--- src/als_pkg.sv ---
// types, constants and cost arithmetic shared by the assembly line scheduler
package als_pkg;

  localparam int COST_W     = 16;
  localparam int TOTAL_W    = 24;
  localparam int STATION_W  = 6;
  localparam int CFG_IDX_W  = 2;
  localparam int CFG_DATA_W = 16;

  typedef enum logic [CFG_IDX_W-1:0] {
    CFG_ENTRY_LINE1 = 2'd0,
    CFG_ENTRY_LINE2 = 2'd1,
    CFG_EXIT_LINE1  = 2'd2,
    CFG_EXIT_LINE2  = 2'd3
  } cfg_reg_t;

  typedef enum logic [1:0] {
    S_IDLE = 2'b01,
    S_EMIT = 2'b10
  } als_state_t;

  localparam logic KIND_STATION = 1'b0;
  localparam logic KIND_FINISH  = 1'b1;

  function automatic logic [TOTAL_W-1:0] sat_add(input logic [TOTAL_W-1:0] a,
                                                 input logic [TOTAL_W-1:0] b);
    logic [TOTAL_W:0] s;
    s = {1'b0, a} + {1'b0, b};
    return s[TOTAL_W] ? {TOTAL_W{1'b1}} : s[TOTAL_W-1:0];
  endfunction

endpackage

--- src/als_in_if.sv ---
// station and finish word channel
interface als_in_if import als_pkg::*; ();
  logic              valid;
  logic              ready;
  logic              kind;
  logic [COST_W-1:0] cost_line1;
  logic [COST_W-1:0] cost_line2;
  logic [COST_W-1:0] xfer_to_line1;
  logic [COST_W-1:0] xfer_to_line2;

  modport source (output valid, kind, cost_line1, cost_line2, xfer_to_line1,
                  xfer_to_line2, input ready);
  modport sink   (input valid, kind, cost_line1, cost_line2, xfer_to_line1,
                  xfer_to_line2, output ready);
endinterface

--- src/als_out_if.sv ---
// schedule result word channel
interface als_out_if import als_pkg::*; ();
  logic                 valid;
  logic                 ready;
  logic [STATION_W-1:0] station_index;
  logic                 line;
  logic [TOTAL_W-1:0]   total_cost;
  logic                 last;
  logic                 no_stations;
  logic                 overflow;

  modport source (output valid, station_index, line, total_cost, last, no_stations,
                  overflow, input ready);
  modport sink   (input valid, station_index, line, total_cost, last, no_stations,
                  overflow, output ready);
endinterface

--- src/als_cfg_if.sv ---
// register write channel
interface als_cfg_if import als_pkg::*; ();
  logic                  valid;
  logic                  ready;
  logic [CFG_IDX_W-1:0]  idx;
  logic [CFG_DATA_W-1:0] data;

  modport source (output valid, idx, data, input ready);
  modport sink   (input valid, idx, data, output ready);
endinterface

--- src/assembly_line_schedule.sv ---
// two-line assembly scheduler: add-compare-select per station, traceback on finish
// station words: a new one every cycle while no traceback is emitting, no result
// finish word: first result next cycle, then one per cycle unless out_ch stalls (N for
//   N stored, one if none); predecessor memory is read one station ahead of the output
// reset clears the count, best costs, overflow flag and cost registers; the
//   predecessor memory is not cleared, traceback only reads entries of this problem
module assembly_line_schedule import als_pkg::*; #(
  parameter int MAX_STATIONS = 64
) (
  input  logic       clk,
  input  logic       rst_n,
  als_in_if.sink     in_ch,
  als_out_if.source  out_ch,
  als_cfg_if.sink    cfg_ch
);

  localparam int CW = $clog2(MAX_STATIONS + 1);
  localparam int AW = $clog2(MAX_STATIONS);

  als_state_t state_r, state_nxt;

  logic [COST_W-1:0]  entry1_r, entry2_r, exit1_r, exit2_r;
  logic [CW-1:0]      count_r, count_nxt;
  logic [TOTAL_W-1:0] best1_r, best1_nxt, best2_r, best2_nxt;
  logic               ovf_r, ovf_nxt;

  logic [AW-1:0]      st_r, st_nxt;
  logic               line_r, line_nxt;
  logic [TOTAL_W-1:0] total_r, total_nxt;
  logic               nost_r, nost_nxt;
  logic               ovf_out_r, ovf_out_nxt;

  logic [1:0]         pred_mem [MAX_STATIONS];
  logic [1:0]         rd_data_r;
  logic               wr_en;
  logic [1:0]         wr_data;

  logic               in_acc, out_acc, out_last;
  logic [TOTAL_W-1:0] c1, c2, x1, x2;
  logic [TOTAL_W-1:0] stay1, move1, stay2, move2, fin1, fin2;

  assign in_acc   = in_ch.valid && in_ch.ready;
  assign out_acc  = out_ch.valid && out_ch.ready;
  assign out_last = (st_r == '0);

  assign c1 = TOTAL_W'(in_ch.cost_line1);
  assign c2 = TOTAL_W'(in_ch.cost_line2);
  assign x1 = TOTAL_W'(in_ch.xfer_to_line1);
  assign x2 = TOTAL_W'(in_ch.xfer_to_line2);

  assign stay1 = sat_add(best1_r, c1);
  assign move1 = sat_add(sat_add(best2_r, c1), x1);
  assign stay2 = sat_add(best2_r, c2);
  assign move2 = sat_add(sat_add(best1_r, c2), x2);
  assign fin1  = sat_add(best1_r, TOTAL_W'(exit1_r));
  assign fin2  = sat_add(best2_r, TOTAL_W'(exit2_r));

  assign in_ch.ready  = (state_r == S_IDLE);
  assign cfg_ch.ready = 1'b1;

  assign out_ch.valid         = (state_r == S_EMIT);
  assign out_ch.station_index = STATION_W'(st_r);
  assign out_ch.line          = line_r;
  assign out_ch.total_cost    = total_r;
  assign out_ch.last          = out_last;
  assign out_ch.no_stations   = nost_r;
  assign out_ch.overflow      = ovf_out_r;

  always_comb begin
    state_nxt   = state_r;
    count_nxt   = count_r;
    best1_nxt   = best1_r;
    best2_nxt   = best2_r;
    ovf_nxt     = ovf_r;
    st_nxt      = st_r;
    line_nxt    = line_r;
    total_nxt   = total_r;
    nost_nxt    = nost_r;
    ovf_out_nxt = ovf_out_r;
    wr_en       = 1'b0;
    wr_data     = 2'b00;

    if (in_acc && in_ch.kind == KIND_STATION) begin
      if (count_r >= CW'(MAX_STATIONS)) begin
        ovf_nxt = 1'b1;
      end else begin
        wr_en     = 1'b1;
        count_nxt = count_r + CW'(1);
        if (count_r == '0) begin
          best1_nxt = sat_add(TOTAL_W'(entry1_r), c1);
          best2_nxt = sat_add(TOTAL_W'(entry2_r), c2);
        end else begin
          // bit 0: line one came from line two; bit 1: line two came from line two
          wr_data[0] = !(stay1 < move1);
          wr_data[1] = (stay2 < move2);
          best1_nxt  = (stay1 < move1) ? stay1 : move1;
          best2_nxt  = (stay2 < move2) ? stay2 : move2;
        end
      end
    end else if (in_acc && in_ch.kind == KIND_FINISH) begin
      state_nxt   = S_EMIT;
      ovf_out_nxt = ovf_r;
      nost_nxt    = (count_r == '0);
      if (count_r == '0) begin
        st_nxt    = '0;
        line_nxt  = 1'b0;
        total_nxt = '0;
      end else begin
        st_nxt    = AW'(count_r - CW'(1));
        line_nxt  = !(fin1 < fin2);
        total_nxt = (fin1 < fin2) ? fin1 : fin2;
      end
      count_nxt = '0;
      best1_nxt = '0;
      best2_nxt = '0;
      ovf_nxt   = 1'b0;
    end

    if (out_acc) begin
      if (out_last) begin
        state_nxt = S_IDLE;
      end else begin
        st_nxt   = st_r - AW'(1);
        line_nxt = rd_data_r[line_r];
      end
    end
  end

  always_ff @(posedge clk) begin
    if (wr_en) begin
      pred_mem[count_r[AW-1:0]] <= wr_data;
    end
    rd_data_r <= pred_mem[st_nxt];
  end

  always_ff @(posedge clk) begin
    if (!rst_n) begin
      state_r  <= S_IDLE;
      count_r  <= '0;
      best1_r  <= '0;
      best2_r  <= '0;
      ovf_r    <= 1'b0;
      entry1_r <= '0;
      entry2_r <= '0;
      exit1_r  <= '0;
      exit2_r  <= '0;
    end else begin
      state_r <= state_nxt;
      count_r <= count_nxt;
      best1_r <= best1_nxt;
      best2_r <= best2_nxt;
      ovf_r   <= ovf_nxt;
      if (cfg_ch.valid && cfg_ch.ready) begin
        case (cfg_reg_t'(cfg_ch.idx))
          CFG_ENTRY_LINE1: entry1_r <= cfg_ch.data;
          CFG_ENTRY_LINE2: entry2_r <= cfg_ch.data;
          CFG_EXIT_LINE1:  exit1_r  <= cfg_ch.data;
          CFG_EXIT_LINE2:  exit2_r  <= cfg_ch.data;
          default: ;
        endcase
      end
    end
  end

  always_ff @(posedge clk) begin
    st_r      <= st_nxt;
    line_r    <= line_nxt;
    total_r   <= total_nxt;
    nost_r    <= nost_nxt;
    ovf_out_r <= ovf_out_nxt;
  end

  a_no_input_while_emitting: assert property (@(posedge clk) disable iff (!rst_n)
    out_ch.valid |-> !in_ch.ready)
    else $error("input taken during traceback");

  a_idle_after_last: assert property (@(posedge clk) disable iff (!rst_n)
    (out_ch.valid && out_ch.ready && out_ch.last) |=> (in_ch.ready && !out_ch.valid))
    else $error("not idle after final result");

  a_count_bound: assert property (@(posedge clk) disable iff (!rst_n)
    count_r <= CW'(MAX_STATIONS))
    else $error("station count beyond capacity");

  a_empty_is_last: assert property (@(posedge clk) disable iff (!rst_n)
    (out_ch.valid && out_ch.no_stations) |-> out_ch.last)
    else $error("empty problem result not marked last");

endmodule

--- src/flat_wrapper.sv ---
// flat-port wrapper written by rule: the top's interface ports become plain ports
module assembly_line_schedule_flat import als_pkg::*;
#(
  parameter int MAX_STATIONS = 64
)
  (clk, rst_n, in_ch_valid, in_ch_kind, in_ch_cost_line1, in_ch_cost_line2, in_ch_xfer_to_line1, in_ch_xfer_to_line2, in_ch_ready, out_ch_valid, out_ch_station_index, out_ch_line, out_ch_total_cost, out_ch_last, out_ch_no_stations, out_ch_overflow, out_ch_ready, cfg_ch_valid, cfg_ch_idx, cfg_ch_data, cfg_ch_ready);
  als_in_if in_ch_i ();
  als_out_if out_ch_i ();
  als_cfg_if cfg_ch_i ();
  input  logic clk;
  input  logic rst_n;
  input wire logic [$bits(in_ch_i.valid)-1:0] in_ch_valid;
  input wire logic [$bits(in_ch_i.kind)-1:0] in_ch_kind;
  input wire logic [$bits(in_ch_i.cost_line1)-1:0] in_ch_cost_line1;
  input wire logic [$bits(in_ch_i.cost_line2)-1:0] in_ch_cost_line2;
  input wire logic [$bits(in_ch_i.xfer_to_line1)-1:0] in_ch_xfer_to_line1;
  input wire logic [$bits(in_ch_i.xfer_to_line2)-1:0] in_ch_xfer_to_line2;
  output wire logic [$bits(in_ch_i.ready)-1:0] in_ch_ready;
  output wire logic [$bits(out_ch_i.valid)-1:0] out_ch_valid;
  output wire logic [$bits(out_ch_i.station_index)-1:0] out_ch_station_index;
  output wire logic [$bits(out_ch_i.line)-1:0] out_ch_line;
  output wire logic [$bits(out_ch_i.total_cost)-1:0] out_ch_total_cost;
  output wire logic [$bits(out_ch_i.last)-1:0] out_ch_last;
  output wire logic [$bits(out_ch_i.no_stations)-1:0] out_ch_no_stations;
  output wire logic [$bits(out_ch_i.overflow)-1:0] out_ch_overflow;
  input wire logic [$bits(out_ch_i.ready)-1:0] out_ch_ready;
  input wire logic [$bits(cfg_ch_i.valid)-1:0] cfg_ch_valid;
  input wire logic [$bits(cfg_ch_i.idx)-1:0] cfg_ch_idx;
  input wire logic [$bits(cfg_ch_i.data)-1:0] cfg_ch_data;
  output wire logic [$bits(cfg_ch_i.ready)-1:0] cfg_ch_ready;
  assign in_ch_i.valid = in_ch_valid;
  assign in_ch_i.kind = in_ch_kind;
  assign in_ch_i.cost_line1 = in_ch_cost_line1;
  assign in_ch_i.cost_line2 = in_ch_cost_line2;
  assign in_ch_i.xfer_to_line1 = in_ch_xfer_to_line1;
  assign in_ch_i.xfer_to_line2 = in_ch_xfer_to_line2;
  assign in_ch_ready = in_ch_i.ready;
  assign out_ch_valid = out_ch_i.valid;
  assign out_ch_station_index = out_ch_i.station_index;
  assign out_ch_line = out_ch_i.line;
  assign out_ch_total_cost = out_ch_i.total_cost;
  assign out_ch_last = out_ch_i.last;
  assign out_ch_no_stations = out_ch_i.no_stations;
  assign out_ch_overflow = out_ch_i.overflow;
  assign out_ch_i.ready = out_ch_ready;
  assign cfg_ch_i.valid = cfg_ch_valid;
  assign cfg_ch_i.idx = cfg_ch_idx;
  assign cfg_ch_i.data = cfg_ch_data;
  assign cfg_ch_ready = cfg_ch_i.ready;
  assembly_line_schedule #(.MAX_STATIONS(MAX_STATIONS)) u_core (.clk(clk), .rst_n(rst_n), .in_ch(in_ch_i), .out_ch(out_ch_i), .cfg_ch(cfg_ch_i));
endmodule
--- config.mk ---
export PLATFORM = sky130hd
export DESIGN_NAME = assembly_line_schedule_flat
export DESIGN_NICKNAME = d
export VERILOG_FILES = /design/src/als_pkg.sv /design/src/als_in_if.sv /design/src/als_out_if.sv /design/src/als_cfg_if.sv /design/src/assembly_line_schedule.sv /design/src/flat_wrapper.sv
export SDC_FILE = /design/constraint.sdc
export NUM_CORES = 1
export LEC_CHECK = 0
export BUFFER_PORTS_ARGS = -buffer_cell sky130_fd_sc_hd__buf_4
export CORE_MARGIN = 2
export CORE_UTILIZATION = 40
export CTS_CLUSTER_SIZE = 10
export DETAILED_ROUTE_END_ITERATION = 7
export PLACE_DENSITY = 0.62
export SKIP_LAST_GASP = 1
export SYNTH_ARGS = -nofsm -noshare
export SYNTH_HDL_FRONTEND = slang
export SYNTH_SLANG_ARGS = --single-unit
--- constraint.sdc ---
create_clock -name clk -period 12.68 [get_ports clk]
set_clock_uncertainty 0.05 [all_clocks]
set_input_delay 2.536 -clock clk [delete_from_list [all_inputs] [get_ports clk]]
set_output_delay 2.536 -clock clk [all_outputs]
set_load 0.01 [all_outputs]
==> results.md <==
- Global Route Usage Sum: approximately a quarter
- Sequential cell area: 0.00725 sq mm
- Synth Register Bits: ~290
- Synth-to-Final Area Change: 12.0%
- Share of layout cells above drive strength 1: between 10% and 20%
- Worst-path maximum fanout: between 60 and 70
- Final hold slack: between 0.3 and 0.4 ns
- DR DRC count: 0
- Fillers: 5493
- DIE HEIGHT: roughly 240 um
- IR drop worst, VDD: 113 uV
- Largest net degree at the start of global routing: 71
- Area of the multi-input gates: 0.0148 sq mm
- Number of DRC markers in iteration 0: approximately 1500
- Hold Buf Count CTS: 0
- Cell row count: 87
- CTS Root Buffer Type: clkbuf_16
- Initial antenna violation count: 10
- RSZ-0062 raised after global routing: false
- Ys async rst share: 0%
- Final setup TNS: 0 ns
- CTS clock-pin slew for the worst setup and hold paths: approximately 0.05 ns
- CTS tree: built
- HP Class: register to register
- Final hold vios: 0
- Library cells used by synthesis: 100
- Critical Path Max Stage Delay: ~0.93 ns
- Worst path slowest cell: o31a_1
- CTS resizes: 0
- Vias in the first global route: between 15000 and 20000
- Pwr dens: around 130 mW/mm^2
- Area contributors post-synth: edfxtp_1, ha_1, dfxtp_1
- Routed vias/inst: about 5.9
- Register area share after synthesis: between 30% and 40%
- Synth area leader: edfxtp_1
- Finished Cell Area: between 0.02 and 0.03 sq mm
- Synth Flop Type: edfxtp_1
- Starting density of the core: about 40%
- CP endpoint kind: register
- WS Path Type: input port to register
- Worst-case clock buffer depth: 3
- Post-CTS Repair Setup Buffers: 0
- CTS HTree Levels: 2
- Number of CTS-inserted buffers: 37
- Syn_area_per_cell: about 8.7 sq um
- Slew Viols, Final: 0
- Tmin final: around 11 ns
- Post-synth EDFFs: 154
- Die footprint: between 0.05 and 0.06 sq mm
- Clock insertion delay at the later pin of the skew report: approximately 0.59 ns
- Syn nets: slightly below 3000
- Drt pass-1 iters: 5
- Mapped cell area: approximately 0.023 sq mm
- Period utilization: between 80% and 90%
- Die X: between 200 and 250 um
- Grt total ovfl: 0
- RePlAce Congestion: ~1
- CTS sink cnt: between 200 and 300
- Post-Synthesis Cells: 2605
- Worst-Margin Slew: roughly 1.2 ns
- Leak: 10.6 nW
- Final Core Density: a little under half
- Status: completed
- First-pass GRT wire length: roughly 120 mm
- Headroom to the max-slew limit: between 20% and 30%
- Max Clk Rate: just over 0.09 GHz
- Maximum capacitance violations: 0
- Total Wirelength: 78.0 mm
- Post-DR wirelength/cell: between 20 and 25 um
- Core footprint: around 0.056 sq mm
- Yosys Warn Count: 0
- Final setup vio count: 0
- Yosys top cell area share: approximately 20%
- Worst Setup Start Kind: input port
- Crit path DAT: 11.09 ns
- Post-DP Area: ~0.024 sq mm
- Nets: roughly 3000
- HPWL Detailed: roughly 61 mm
- Total chip power: 3.24 mW
- ANT nets after route: 0
- Vias post-DR: 20545
- Top Ports: between 100 and 150
- WP data required: 12.85 ns
- Port Buffer Count: between 100 and 150
per-layer routing:
metal	vias to the layer above	GRT usage, %	share of wire (%)
li1	9760	-	-
met1	9938	32.3	41
met2	668	43.5	47
met3	161	4.69	7.0
met4	18	12.1	5.1
met5	-	0	0.15
cell families (layout without fill, tap and decap cells):
group | after synthesis | after routing | synth area share (%)
AOI/OAI and AO/OA | 700 | 700 | 20.3
adders and majority gates | 244 | 244 | 13.7
DFF | 285 | 285 | 31.9
xor gates and xnor gates | 142 | 142 | 5.47
and+or+nand+nor | 971 | 971 | 19.5
buffers and inverters | 175 | 281 | 3.39
other | 1 | 2 | 0.0165
muxes | 87 | 87 | 5.68
synthesized netlist by cell type (18+ instances only):
master	number
inv_1	66
o31ai_1	25
mux4_2	32
ha_1	234
dfxtp_1	131
or2_2	26
or3_1	20
nand2b_1	28
mux2i_1	42
nand2_1	352
a21oi_1	235
clkbuf_1	68
and3_1	21
buf_2	23
o21a_1	29
a22oi_1	19
nor2_1	262
xnor2_1	84
a21o_1	75
o21bai_1	18
o21ai_0	105
edfxtp_1	154
xor2_1	58
nor3_1	66
nand3_1	80
a211oi_1	32
nor2b_1	35
nand4_1	25
report_power, final:
group / internal [mW] / switching [mW] / total, mW
sequential: 1.00 / 0.0492 / 1.05
clock: 0.571 / 0.430 / 1.00
combinational: 0.461 / 0.726 / 1.19
total: 2.03 / 1.20 / 3.24
path summary, 6_finish.rpt:
path	start	to	cells after the start	slack [ns]
setup / recovery	in_ch_cost_line2[0]	u_core.pred_mem[4][1]$_DFFE_PP_	31	1.76
hold reg to reg	u_core.ovf_r$_SDFFE_PN0P_	u_core.out_ch.overflow$_DFFE_PP_	0	0.39
setup reg to reg	u_core.best2_r[0]$_SDFFE_PN0P_	u_core.pred_mem[36][0]$_DFFE_PP_	33	3.14
hold / removal	u_core.ovf_r$_SDFFE_PN0P_	u_core.out_ch.overflow$_DFFE_PP_	0	0.39
sequential cells by signal, summed over array words and instances (netlist names), 16 cells and up:
signal                    flops
u_core.best1_r               24
u_core.best2_r               24
u_core.entry1_r              16
u_core.entry2_r              16
u_core.exit1_r               16
u_core.exit2_r               16
u_core.out_ch.total_cost     24
u_core.pred_mem             128
critical path: cells and delay by family:
kind	cells	cell delay [ns]
adder cells (fa/ha/maj)	4	1.27
AO/OA/AOI/OAI	13	3.99
AND/OR/NAND/NOR	10	2.41
buffers and inverters	4	0.81
stage by stage:
step | std cells | setup slack (ns)
finish | 3468 | 1.76
global route | 3467 | 0.939
CTS | 3467 | 1.88
detailed placement | 3399 | 1.29
global placement | 3399 | 1.59
floorplan | 2605 | 0.231
placed cells by master (no fill, tap or decap), drive strengths merged, types with 26 or more instances in the layout:
cell | Yosys | routed
nand2 | 353 | 353
xnor2 | 84 | 84
a21o | 75 | 75
nand3 | 80 | 80
mux2i | 42 | 42
nor3 | 68 | 68
xor2 | 58 | 58
o21ai | 115 | 115
nor2b | 35 | 35
inv | 67 | 66
mux4 | 32 | 32
clkbuf | 68 | 58
ha | 234 | 234
buf | 40 | 146
edfxtp | 154 | 154
nand2b | 28 | 28
or2 | 26 | 26
o21a | 29 | 29
o31ai | 27 | 27
nor2 | 266 | 266
a21oi | 236 | 236
dfxtp | 131 | 131
a211oi | 34 | 34
layout make-up:
type	count	share of cell area, %
repair buffers	146	4.30
flip-flops and latches	285	28.4
well taps	756	3.71
diodes	1	0.00982
clock inverters	10	0.491
multi-input cells	2145	58.0
clock buffers	58	4.06
inverters	67	0.987
(Power assumes the default switching activity.)
